[config.mk]
export PLATFORM = sky130hd
export DESIGN_NAME = sortable_ring_queue_unit_flat
export DESIGN_NICKNAME = d
export VERILOG_FILES = /design/src/srq_pkg.sv /design/src/srq_ifs.sv /design/src/sortable_ring_queue_unit.sv /design/src/srq_cell.sv /design/src/flat_wrapper.sv
export SDC_FILE = /design/constraint.sdc
export NUM_CORES = 2
export LEC_CHECK = 0
export ABC_AREA = 1
export ABC_CLOCK_PERIOD_IN_PS = 4300
export BUFFER_PORTS_ARGS = -buffer_cell sky130_fd_sc_hd__clkbuf_2
export CAP_MARGIN = 25
export CORE_MARGIN = 1
export CORE_UTILIZATION = 50
export DETAILED_ROUTE_END_ITERATION = 12
export PLACE_DENSITY = 0.63
export REMOVE_ABC_BUFFERS = 1
export SLEW_MARGIN = 20
export SYNTH_ARGS = -nofsm -noshare
export SYNTH_HDL_FRONTEND = slang
export SYNTH_HIERARCHICAL = 1
export SYNTH_SLANG_ARGS = --single-unit
[constraint.sdc]
create_clock -name clk -period 4.3 [get_ports clk]
set_input_delay 0.43 -clock clk [delete_from_list [all_inputs] [get_ports clk]]
set_output_delay 0.43 -clock clk [all_outputs]
set_load 0.01 [all_outputs]
[src/srq_pkg.sv]
// Shared constants and types for the sortable ring queue.
package srq_pkg;

	localparam int DATA_W    = 32;
	localparam int OP_W      = 2;
	localparam int CAP_W     = 5;
	localparam int CNT_OUT_W = 5;
	localparam int DEPTH_DEF = 16;

	localparam logic [OP_W-1:0] OP_PUSH = 2'd0;
	localparam logic [OP_W-1:0] OP_POP  = 2'd1;
	localparam logic [OP_W-1:0] OP_SORT = 2'd2;

	typedef struct packed {
		logic push;
		logic pop;
		logic sort;
		logic phase;
	} cell_ctrl_t;

endpackage

[src/srq_ifs.sv]
// Request, response and configuration channel interfaces of the sortable ring queue.
interface srq_req_if;
	logic               valid;
	logic               ready;
	logic [1:0]         operation;
	logic signed [31:0] value;

	modport source (output valid, output operation, output value, input ready);
	modport sink (input valid, input operation, input value, output ready);
endinterface

interface srq_rsp_if;
	logic               valid;
	logic               ready;
	logic signed [31:0] front_value;
	logic               front_valid;
	logic [4:0]         count;
	logic               is_full;
	logic               dropped;

	modport source (output valid, output front_value, output front_valid, output count,
		output is_full, output dropped, input ready);
	modport sink (input valid, input front_value, input front_valid, input count,
		input is_full, input dropped, output ready);
endinterface

interface srq_cfg_if;
	logic       valid;
	logic       ready;
	logic [4:0] data;

	modport source (output valid, output data, input ready);
	modport sink (input valid, input data, output ready);
endinterface

[src/sortable_ring_queue_unit.sv]
// Top level of the sortable ring queue: a row of entry cells with its control sequencer.
//
// Requests arrive on req_in: operation 0 pushes value at the back, 1 pops the front,
// 2 sorts the held entries ascending (signed) from the front, 3 changes nothing.
// Every request yields exactly one response on rsp_out with the front entry, its
// validity, the count, the full flag and a flag for a push refused on a full queue.
// The capacity register is written on cfg; a write also empties the queue. Values of
// zero are taken as one and values above DEPTH as DEPTH. cfg is always ready and
// holds off req_in while it is valid.
// The entries live in a row of DEPTH cells in queue order. A push loads the cell at
// the current count, a pop shifts every cell one place toward the front, and a sort
// runs DEPTH odd-even exchange phases in which neighboring cells swap in place.
// Push, pop and unused requests are answered by a registered response that appears in
// the cycle after acceptance. A sort runs its exchange phases and then a done state
// before its response is written, during which req_in is not ready.
// The response register holds one response. While it is full and rsp_out is stalled,
// req_in is not ready, so no response is lost. Reset empties the queue, sets the
// capacity to DEPTH and clears the response register.
module sortable_ring_queue_unit #(
	parameter int DEPTH = srq_pkg::DEPTH_DEF
) (
	input  logic      clk,
	input  logic      arst_n,
	srq_req_if.sink   req_in,
	srq_rsp_if.source rsp_out,
	srq_cfg_if.sink   cfg
);
	import srq_pkg::*;

	localparam int CNT_W  = $clog2(DEPTH + 1);
	localparam int STEP_W = $clog2(DEPTH);

	typedef enum logic [1:0] {
		ST_IDLE,
		ST_SORT,
		ST_DONE
	} state_t;

	state_t            state_q;
	logic [STEP_W-1:0] step_q;
	logic [CNT_W-1:0]  count_q;
	logic [CNT_W-1:0]  cap_q;
	logic              out_v_q;
	logic [DATA_W-1:0] front_q;
	logic              front_valid_q;
	logic [CNT_W-1:0]  out_count_q;
	logic              full_q;
	logic              dropped_q;

	cell_ctrl_t        ctrl;
	logic [DATA_W-1:0] cell_data [DEPTH];
	logic              swap_r [DEPTH];

	logic              slot_free;
	logic              req_fire;
	logic              rsp_load;
	logic              do_push;
	logic              do_pop;
	logic [CNT_W-1:0]  count_nx;
	logic [DATA_W-1:0] front_nx;
	logic              drop_nx;
	logic [31:0]       raw_cap;
	logic [CNT_W-1:0]  cap_nx;

	assign slot_free    = !out_v_q || rsp_out.ready;
	assign req_in.ready = (state_q == ST_IDLE) && slot_free && !cfg.valid;
	assign req_fire     = req_in.valid && req_in.ready;
	assign cfg.ready    = 1'b1;

	assign rsp_load = (req_fire && (req_in.operation != OP_SORT)) ||
		((state_q == ST_DONE) && slot_free);

	assign do_push = req_fire && (req_in.operation == OP_PUSH) && (count_q < cap_q);
	assign do_pop  = req_fire && (req_in.operation == OP_POP) && (count_q != '0);

	assign ctrl.push  = do_push;
	assign ctrl.pop   = do_pop;
	assign ctrl.sort  = (state_q == ST_SORT);
	assign ctrl.phase = step_q[0];

	assign raw_cap = 32'(cfg.data);
	assign cap_nx  = (raw_cap == 32'd0) ? CNT_W'(1) :
		((raw_cap > 32'(DEPTH)) ? CNT_W'(DEPTH) : CNT_W'(raw_cap));

	always_comb begin
		count_nx = count_q;
		front_nx = (count_q != '0) ? cell_data[0] : '0;
		drop_nx  = 1'b0;
		if (do_push) begin
			count_nx = count_q + CNT_W'(1);
			front_nx = (count_q == '0) ? DATA_W'(req_in.value) : cell_data[0];
		end else if (do_pop) begin
			count_nx = count_q - CNT_W'(1);
			front_nx = (count_q > CNT_W'(1)) ? cell_data[1] : '0;
		end else if (req_fire && (req_in.operation == OP_PUSH)) begin
			drop_nx = 1'b1;
		end
	end

	genvar gi;
	generate
		for (gi = 0; gi < DEPTH; gi++) begin : g_cell
			logic [DATA_W-1:0] left_d;
			logic [DATA_W-1:0] right_d;
			logic              swap_l;

			if (gi == 0) begin : g_first
				assign left_d = cell_data[gi];
				assign swap_l = 1'b0;
			end else begin : g_inner_l
				assign left_d = cell_data[gi-1];
				assign swap_l = swap_r[gi-1];
			end

			if (gi == DEPTH - 1) begin : g_last
				assign right_d = cell_data[gi];
			end else begin : g_inner_r
				assign right_d = cell_data[gi+1];
			end

			srq_cell #(
				.CNT_W(CNT_W),
				.IDX  (gi)
			) u_cell (
				.clk       (clk),
				.ctrl      (ctrl),
				.count     (count_q),
				.value     (DATA_W'(req_in.value)),
				.left_data (left_d),
				.right_data(right_d),
				.swap_left (swap_l),
				.swap_right(swap_r[gi]),
				.data      (cell_data[gi])
			);
		end
	endgenerate

	always_ff @(posedge clk or negedge arst_n) begin
		if (!arst_n) begin
			state_q       <= ST_IDLE;
			step_q        <= '0;
			count_q       <= '0;
			cap_q         <= CNT_W'(DEPTH);
			out_v_q       <= 1'b0;
			front_q       <= '0;
			front_valid_q <= 1'b0;
			out_count_q   <= '0;
			full_q        <= 1'b0;
			dropped_q     <= 1'b0;
		end else begin
			if (out_v_q && rsp_out.ready && !rsp_load) begin
				out_v_q <= 1'b0;
			end
			if (cfg.valid) begin
				cap_q   <= cap_nx;
				count_q <= '0;
			end
			unique case (state_q)
				ST_IDLE: begin
					if (req_fire) begin
						if (req_in.operation == OP_SORT) begin
							state_q <= ST_SORT;
							step_q  <= '0;
						end else begin
							count_q       <= count_nx;
							out_v_q       <= 1'b1;
							front_q       <= front_nx;
							front_valid_q <= (count_nx != '0);
							out_count_q   <= count_nx;
							full_q        <= (count_nx == cap_q);
							dropped_q     <= drop_nx;
						end
					end
				end
				ST_SORT: begin
					step_q <= step_q + STEP_W'(1);
					if (step_q == STEP_W'(DEPTH - 1)) begin
						state_q <= ST_DONE;
					end
				end
				ST_DONE: begin
					if (slot_free) begin
						state_q       <= ST_IDLE;
						out_v_q       <= 1'b1;
						front_q       <= (count_q != '0) ? cell_data[0] : '0;
						front_valid_q <= (count_q != '0);
						out_count_q   <= count_q;
						full_q        <= (count_q == cap_q);
						dropped_q     <= 1'b0;
					end
				end
				default: begin
					state_q <= ST_IDLE;
				end
			endcase
		end
	end

	assign rsp_out.valid       = out_v_q;
	assign rsp_out.front_value = front_q;
	assign rsp_out.front_valid = front_valid_q;
	assign rsp_out.count       = CNT_OUT_W'(out_count_q);
	assign rsp_out.is_full     = full_q;
	assign rsp_out.dropped     = dropped_q;

	a_count_in_range: assert property (@(posedge clk) disable iff (!arst_n)
		count_q <= cap_q)
		else $error("Entry count exceeds the capacity in use.");

	a_busy_not_ready: assert property (@(posedge clk) disable iff (!arst_n)
		(state_q != ST_IDLE) |-> !req_in.ready)
		else $error("Request accepted while a sort is in progress.");

	a_drop_only_when_full: assert property (@(posedge clk) disable iff (!arst_n)
		(out_v_q && dropped_q) |-> full_q)
		else $error("Dropped push reported on a queue that is not full.");

	a_front_valid_matches: assert property (@(posedge clk) disable iff (!arst_n)
		out_v_q |-> (front_valid_q == (out_count_q != '0)))
		else $error("Front validity disagrees with the reported count.");

endmodule

[src/srq_cell.sv]
// One queue cell holding a single entry, with push, pop shift and sort exchange.
module srq_cell #(
	parameter int CNT_W = 5,
	parameter int IDX   = 0
) (
	input  logic                      clk,
	input  srq_pkg::cell_ctrl_t       ctrl,
	input  logic [CNT_W-1:0]          count,
	input  logic [srq_pkg::DATA_W-1:0] value,
	input  logic [srq_pkg::DATA_W-1:0] left_data,
	input  logic [srq_pkg::DATA_W-1:0] right_data,
	input  logic                      swap_left,
	output logic                      swap_right,
	output logic [srq_pkg::DATA_W-1:0] data
);
	import srq_pkg::*;

	localparam logic [DATA_W-1:0] SIGN_FLIP = {1'b1, {(DATA_W-1){1'b0}}};
	localparam logic PAIR_PHASE = 1'(IDX % 2);

	logic [DATA_W-1:0] data_q;
	logic              right_used;
	logic              greater;

	// The right neighbor takes part in the sort only while it holds an entry.
	assign right_used = (CNT_W'(IDX + 1) < count);
	assign greater    = ((data_q ^ SIGN_FLIP) > (right_data ^ SIGN_FLIP));
	assign swap_right = ctrl.sort && (ctrl.phase == PAIR_PHASE) && right_used && greater;
	assign data       = data_q;

	always_ff @(posedge clk) begin
		if (ctrl.push && (count == CNT_W'(IDX))) begin
			data_q <= value;
		end else if (ctrl.pop) begin
			data_q <= right_data;
		end else if (swap_right) begin
			data_q <= right_data;
		end else if (swap_left) begin
			data_q <= left_data;
		end
	end

endmodule

[src/flat_wrapper.sv]
// flat-port wrapper written by rule: the top's interface ports become plain ports
module sortable_ring_queue_unit_flat import srq_pkg::*;
#(
	parameter int DEPTH = srq_pkg::DEPTH_DEF
)
  (clk, arst_n, req_in_valid, req_in_operation, req_in_value, req_in_ready, rsp_out_valid, rsp_out_front_value, rsp_out_front_valid, rsp_out_count, rsp_out_is_full, rsp_out_dropped, rsp_out_ready, cfg_valid, cfg_data, cfg_ready);
  srq_req_if req_in_i ();
  srq_rsp_if rsp_out_i ();
  srq_cfg_if cfg_i ();
  input  logic clk;
  input  logic arst_n;
  input wire logic [$bits(req_in_i.valid)-1:0] req_in_valid;
  input wire logic [$bits(req_in_i.operation)-1:0] req_in_operation;
  input wire logic [$bits(req_in_i.value)-1:0] req_in_value;
  output wire logic [$bits(req_in_i.ready)-1:0] req_in_ready;
  output wire logic [$bits(rsp_out_i.valid)-1:0] rsp_out_valid;
  output wire logic [$bits(rsp_out_i.front_value)-1:0] rsp_out_front_value;
  output wire logic [$bits(rsp_out_i.front_valid)-1:0] rsp_out_front_valid;
  output wire logic [$bits(rsp_out_i.count)-1:0] rsp_out_count;
  output wire logic [$bits(rsp_out_i.is_full)-1:0] rsp_out_is_full;
  output wire logic [$bits(rsp_out_i.dropped)-1:0] rsp_out_dropped;
  input wire logic [$bits(rsp_out_i.ready)-1:0] rsp_out_ready;
  input wire logic [$bits(cfg_i.valid)-1:0] cfg_valid;
  input wire logic [$bits(cfg_i.data)-1:0] cfg_data;
  output wire logic [$bits(cfg_i.ready)-1:0] cfg_ready;
  assign req_in_i.valid = req_in_valid;
  assign req_in_i.operation = req_in_operation;
  assign req_in_i.value = req_in_value;
  assign req_in_ready = req_in_i.ready;
  assign rsp_out_valid = rsp_out_i.valid;
  assign rsp_out_front_value = rsp_out_i.front_value;
  assign rsp_out_front_valid = rsp_out_i.front_valid;
  assign rsp_out_count = rsp_out_i.count;
  assign rsp_out_is_full = rsp_out_i.is_full;
  assign rsp_out_dropped = rsp_out_i.dropped;
  assign rsp_out_i.ready = rsp_out_ready;
  assign cfg_i.valid = cfg_valid;
  assign cfg_i.data = cfg_data;
  assign cfg_ready = cfg_i.ready;
  sortable_ring_queue_unit #(.DEPTH(DEPTH)) u_core (.clk(clk), .arst_n(arst_n), .req_in(req_in_i), .rsp_out(rsp_out_i), .cfg(cfg_i));
endmodule
Word level (Yosys, flattened, before mapping)
Cells that the tools add are included.
{"block": "word_totals", "regBits": 569, "out_inout_bits": 43}
{"block": "classes", "n_addsub": 3, "order_cmp": 35, "eq_ne": 30, "n_mux": 112, "bitwise_logic": 17, "n_reduce_logical": 94}
{"cell": "32-bit 2-to-1 mux", "count": 71}
{"cell": "32-bit greater-than comparator", "count": 16}
{"cell": "32-bit one-hot mux with 2 select lines", "count": 1}
{"cell": "1-bit logical AND", "count": 61}
{"cell": "4-bit nonzero test", "count": 14}
{"cell": "5-bit 2-to-1 mux", "count": 11}
{"cell": "5-bit by 4-bit == test with 1-bit output, second input constant", "count": 8}
{"cell": "4-bit by 5-bit < comparator with 1-bit output, first input constant", "count": 8}
{"cell": "32-bit logical NOT", "count": 1}
{"cell": "5-bit by 3-bit == test with 1-bit output, second input constant", "count": 4}
{"cell": "3-bit by 5-bit < comparator with 1-bit output, first input constant", "count": 4}
{"cell": "1-bit inverter", "count": 17}
{"cell": "1-bit 2-to-1 mux", "count": 16}
{"cell": "5-bit by 2-bit == test with 1-bit output, second input constant", "count": 2}
{"cell": "5-bit == test", "count": 2}
{"cell": "2-bit by 5-bit < comparator with 1-bit output, first input constant", "count": 2}
{"cell": "5-bit one-hot mux with 2 select lines", "count": 1}
{"cell": "5-bit nonzero test", "count": 2}
{"cell": "2-bit 2-to-1 mux", "count": 4}
{"cell": "4-bit 2-to-1 mux", "count": 2}
{"cell": "2-bit by 1-bit inequality test with 1-bit output, second input constant", "count": 4}
{"cell": "2-bit inequality test, second input constant", "count": 4}
{"cell": "1-bit one-hot mux with 2 select lines", "count": 4}
{"cell": "4-bit one-hot mux with 2 select lines", "count": 1}
{"cell": "21 further kinds", "count": 31}

Depth between registers and ports, before layout
{"block": "logic_depth", "depth_word": 13, "mapped_depth": 19}

Cells and area by module
Netlist, hierarchy kept.
{"module": "sortable_ring_queue_unit", "n_inst": 1, "cells_each": 608, "area_each_um2": 3996.3, "seq_area_each_um2": 1427.6}
{"module": "srq_cell (u_core.g_cell[7].u_cell)", "n_inst": 1, "cells_each": 400, "area_each_um2": 3136.8, "seq_area_each_um2": 960.9}
{"module": "srq_cell (u_core.g_cell[15].u_cell)", "n_inst": 1, "cells_each": 400, "area_each_um2": 3126.7, "seq_area_each_um2": 960.9}
{"module": "srq_cell (u_core.g_cell[9].u_cell)", "n_inst": 1, "cells_each": 401, "area_each_um2": 3126.7, "seq_area_each_um2": 960.9}
{"module": "srq_cell (u_core.g_cell[12].u_cell)", "n_inst": 1, "cells_each": 398, "area_each_um2": 3115.5, "seq_area_each_um2": 960.9}
{"module": "srq_cell (u_core.g_cell[1].u_cell)", "n_inst": 1, "cells_each": 397, "area_each_um2": 3115.5, "seq_area_each_um2": 960.9}
{"module": "srq_cell (u_core.g_cell[0].u_cell)", "n_inst": 1, "cells_each": 397, "area_each_um2": 3113.0, "seq_area_each_um2": 960.9}
{"module": "srq_cell (u_core.g_cell[14].u_cell)", "n_inst": 1, "cells_each": 396, "area_each_um2": 3111.7, "seq_area_each_um2": 960.9}
{"module": "srq_cell (u_core.g_cell[13].u_cell)", "n_inst": 1, "cells_each": 400, "area_each_um2": 3091.7, "seq_area_each_um2": 960.9}
{"module": "srq_cell (u_core.g_cell[3].u_cell)", "n_inst": 1, "cells_each": 397, "area_each_um2": 3080.5, "seq_area_each_um2": 960.9}
{"module": "srq_cell (u_core.g_cell[4].u_cell)", "n_inst": 1, "cells_each": 397, "area_each_um2": 3079.2, "seq_area_each_um2": 960.9}
{"module": "srq_cell (u_core.g_cell[5].u_cell)", "n_inst": 1, "cells_each": 398, "area_each_um2": 2904.0, "seq_area_each_um2": 960.9}
{"module": "srq_cell (u_core.g_cell[6].u_cell)", "n_inst": 1, "cells_each": 397, "area_each_um2": 2897.8, "seq_area_each_um2": 960.9}
{"module": "srq_cell (u_core.g_cell[8].u_cell)", "n_inst": 1, "cells_each": 397, "area_each_um2": 2810.2, "seq_area_each_um2": 960.9}
{"module": "3 more rows"}

Worst setup path before layout
OpenSTA, ideal clock, no wires.
{"block": "synth_path", "path_kind": "register to register", "from": "reg u_core.count_q[0]", "to": "reg u_core.g_cell[0].u_cell.data_q[0], enable pin", "setup_time_ns": 0.395, "t_arrival_ns": 3.497, "t_required_ns": 3.905, "setup_slack_ns": 0.408, "stages_incl_launch_ff": 12, "period_less_slack_ns": 3.892, "path_cell_list": "dfrtp_1 inv_2 ha_1 inv_1 nor2_1 a21oi_2 nand2_4 inv_2 buf_2 clkinv_1 clkbuf_1 nand3_1"}
{"element": "start, declared", "line_no": "sortable_ring_queue_unit.sv:41", "rtl": "logic [CNT_W-1:0] count_q;"}
{"element": "start signal, assigned", "line_no": "sortable_ring_queue_unit.sv:165", "rtl": "count_q <= count_nx;"}
{"element": "end signal, assigned", "line_no": "srq_cell.sv:33", "rtl": "data_q <= value;"}
{"element": "end signal, assigned", "line_no": "srq_cell.sv:35", "rtl": "data_q <= right_data;"}
{"element": "end signal, assigned", "line_no": "srq_cell.sv:37", "rtl": "data_q <= right_data;"}
{"element": "end, declared", "line_no": "srq_cell.sv:21", "rtl": "logic [DATA_W-1:0] data_q;"}

==> out/metrics.cfg <==
[hold_path]
hold_path_end=u_core/cap_q[2]$_DFFE_PN0P_
hold_path_depth=3
hold_path_startpoint=cfg_data[2]
timing.hold.worst.class=input pin to flip-flop

[timing]
slew_viol_final=0
final-hold-violation-count=0
fin_crit_sh=0.883
final.min_clock_period_ps=3800
timing.setup.tns_ps=0
holdWs_ps=54.7
unrepaired_setup_endpoints_after_global_routing=no
worstMarginPinSlew_ps=1170
report.final.setup_viol=0
relSlewSlack=0.222
fmax_mhz=263
fin_worst_skew_ps=16.2

[synthesis]
synth.avg_cell_area_sq_um=7.47
synth.cell_area_sq_mm=0.0521
syn-instance-count=6974
yosysWarnings=6

[critical_path]
regToRegStartpoint=u_core/cap_q[4]$_DFFE_PN1P_
cp_cell_sequence=inv_1 > ha_1 > nand2_1 > inv_1 > nand2_1 > nand2_1 > nor2_1 > nand2_4 > inv_2 > buf_4 > nor3b_1 > nand2_2 > inv_1 > nor2_1 > nand3_1 > buf_12
crit_path_end_kind=flip-flop
crit_path_max_fanout=24
cp.required_ps=4640
critical_path_arrival_ps=4130
worstRegToRegCells=16
cell_type_of_the_slowest_stage_on_the_worst_timing_path=sky130_fd_sc_hd__nor3b_1
setup.reg_to_reg.worst_slack_ps=500
setup.worst_path.class=flip-flop to flip-flop
critical-path-max-stage-delay_ps=570
regToRegEndpoint=u_core/g_cell[12].u_cell/data[26]$_DFFE_PP_
critical_path.startpoint_type=flip-flop

[cts]
cts_tree=built
cts.root.buffer_cell=sky130_fd_sc_hd__clkbuf_16
cts-buffers-inserted=74
clock_sink_count=569
post_cts.resized_instances=0
cts_setup_buffers=0
cts_max_level=3
clkSlewWorstSetupHoldPaths_ps=60
worstSkewPairLatency_ps=650
cts.path.max_buffers=3
post_cts_hold_buffer_count=1

[finish]
finalNetCount=7553
seqCellArea_sq_mm=0.0168
share_of_post_route_cells_with_drive_strength_above_1=0.167
multiInputGateArea_sq_mm=0.0280
number_of_standard_cells_in_the_final_layout_excluding_fillers=8427
layout.filler_cells=10199
post-route-cell-area_sq_mm=0.0556
flow.area_growth_from_synthesis_pct=6.61

[flow_run]
cap_viol_max_count=0

[routing]
routedWlPerCell_microns=21.3
drt_iter0_markers=4448
drt_first_pass_iters=9
num_vias=46214
postRouteAntennaNets=0
detailed_route_wire_length_mm=179
detail_route.drc_violations=0
viasPerCell=5.48

[status]
run_status=finished clean

[power_and_ir_drop]
ir_drop_mv=0.319
power.density_mw_per_mm2=248
p_leak_nw=30.0

[global_route]
global_router_s_overall_resource_usage=0.333
vias_in_the_first_global_route=44981
grt_overflow=0
grt_pass1_wl_mm=269
grt_start_max_net_pins=45
grt_antenna_before_repair=5

[placement]
numPlacedInstances=8287
port-buffer-count=85
dp.final_hpwl_mm=129
gpl.final_weighted_congestion=0.959
placedInstanceArea_sq_mm=0.0531

[floorplanning]
floorplan.io_pins=87
area_of_the_core_sq_mm=0.103
dieHeight_microns=325
cell_rows=118
die_w_microns=325
die_area_sq_mm=0.106
start_util=0.504

per-layer routing:
layer | global-route usage | part of all wire | wire length [microns] | vias up
met5 | 0 | 0.000073 | 13 | -
met4 | 0.201 | 0.067 | 11900 | 2
met3 | 0.0572 | 0.074 | 13300 | 560
met2 | 0.573 | 0.49 | 87100 | 1893
met1 | 0.388 | 0.37 | 66800 | 21564
li1 | - | - | - | 22195
sequential cells by signal (all words and copies together), names as in the netlist:
signal and count:
u_core/g_cell.u_cell/data 512, u_core/rsp_out.front_value 32, u_core/cap_q 5, u_core/count_q 5, u_core/rsp_out.count 5, u_core/step_q 4, u_core/state_q 2, u_core/rsp_out.dropped 1
u_core/rsp_out.front_valid 1, u_core/rsp_out.is_full 1, u_core/rsp_out.valid 1
how the worst max path moves through the flow:
stage	to	depth (start not counted)	start
after floorplan	u_core/g_cell[15].u_cell/data[0]$_DFFE_PP_	14	u_core/count_q[2]$_DFF_PN0_
after CTS	u_core/g_cell[2].u_cell/data[4]$_DFFE_PP_	15	u_core/cap_q[4]$_DFFE_PN1P_
after global routing	u_core/g_cell[12].u_cell/data[27]$_DFFE_PP_	16	u_core/cap_q[4]$_DFFE_PN1P_
after detailed placement	u_core/g_cell[2].u_cell/data[4]$_DFFE_PP_	15	u_core/cap_q[4]$_DFFE_PN1P_
after global placement	u_core/g_cell[12].u_cell/data[29]$_DFFE_PP_	16	u_core/cap_q[4]$_DFFE_PN1P_
final	u_core/g_cell[12].u_cell/data[26]$_DFFE_PP_	16	u_core/cap_q[4]$_DFFE_PN1P_
power breakdown:
part | total (W) | internal, W | switching [W]
Combinational | 0.00121 | 0.000347 | 0.000862
Sequential | 0.00622 | 0.00610 | 0.000127
Clock | 0.00632 | 0.00370 | 0.00261
Total | 0.0138 | 0.0101 | 0.00360
stage by stage:
step | worst slack, ps | utilization | power [W]
floorplan | -1200 | - | 0.00686
global placement | 601 | 0.514 | 0.00749
detailed placement | 593 | 0.514 | 0.00751
CTS | 567 | 0.537 | 0.0138
global route | 413 | 0.538 | 0.0141
finish | 504 | 0.538 | 0.0138
worst max-delay path: cells and delay by family, from the launching register on:
kind | cells | cell delay [ps]
DFF | 1 | 530
and+or+nand+nor | 9 | 1540
buffers and inverters | 6 | 1110
adders and majority gates | 1 | 290
placed cells by master (no fill, tap or decap), types with 9 or more instances in the layout:
cell / n
sky130_fd_sc_hd__nand2_1: 1880
sky130_fd_sc_hd__inv_1: 1323
sky130_fd_sc_hd__nand3_1: 829
sky130_fd_sc_hd__ha_1: 522
sky130_fd_sc_hd__edfxtp_1: 512
sky130_fd_sc_hd__nand2_2: 402
sky130_fd_sc_hd__nand3_2: 306
sky130_fd_sc_hd__nor2_1: 221
sky130_fd_sc_hd__a21oi_1: 216
sky130_fd_sc_hd__o21ai_0: 122
sky130_fd_sc_hd__buf_4: 116
sky130_fd_sc_hd__clkbuf_2: 85
sky130_fd_sc_hd__clkbuf_16: 82
sky130_fd_sc_hd__dfrtp_1: 56
sky130_fd_sc_hd__nor2_2: 37
sky130_fd_sc_hd__clkinv_1: 35
sky130_fd_sc_hd__inv_2: 32
sky130_fd_sc_hd__nand4_1: 31
sky130_fd_sc_hd__clkbuf_1: 25
sky130_fd_sc_hd__a21oi_2: 22
sky130_fd_sc_hd__nand2_4: 21
sky130_fd_sc_hd__o21ai_1: 20
sky130_fd_sc_hd__o21a_1: 19
sky130_fd_sc_hd__nor2_4: 17
sky130_fd_sc_hd__a21o_1: 17
sky130_fd_sc_hd__nand2_8: 13
sky130_fd_sc_hd__clkinv_2: 10
sky130_fd_sc_hd__nand4_2: 9
layout make-up:
class                   instances  area share
diodes                          1   0.0000450
clock buffers                 111      0.0396
clock inverters                24     0.00327
inverters                    1379      0.0932
multi-input cells            4755       0.505
flip-flops and latches        569       0.302
well taps                    1380      0.0311
repair buffers                208      0.0256
Note: power is estimated with default switching activity, not from simulation.
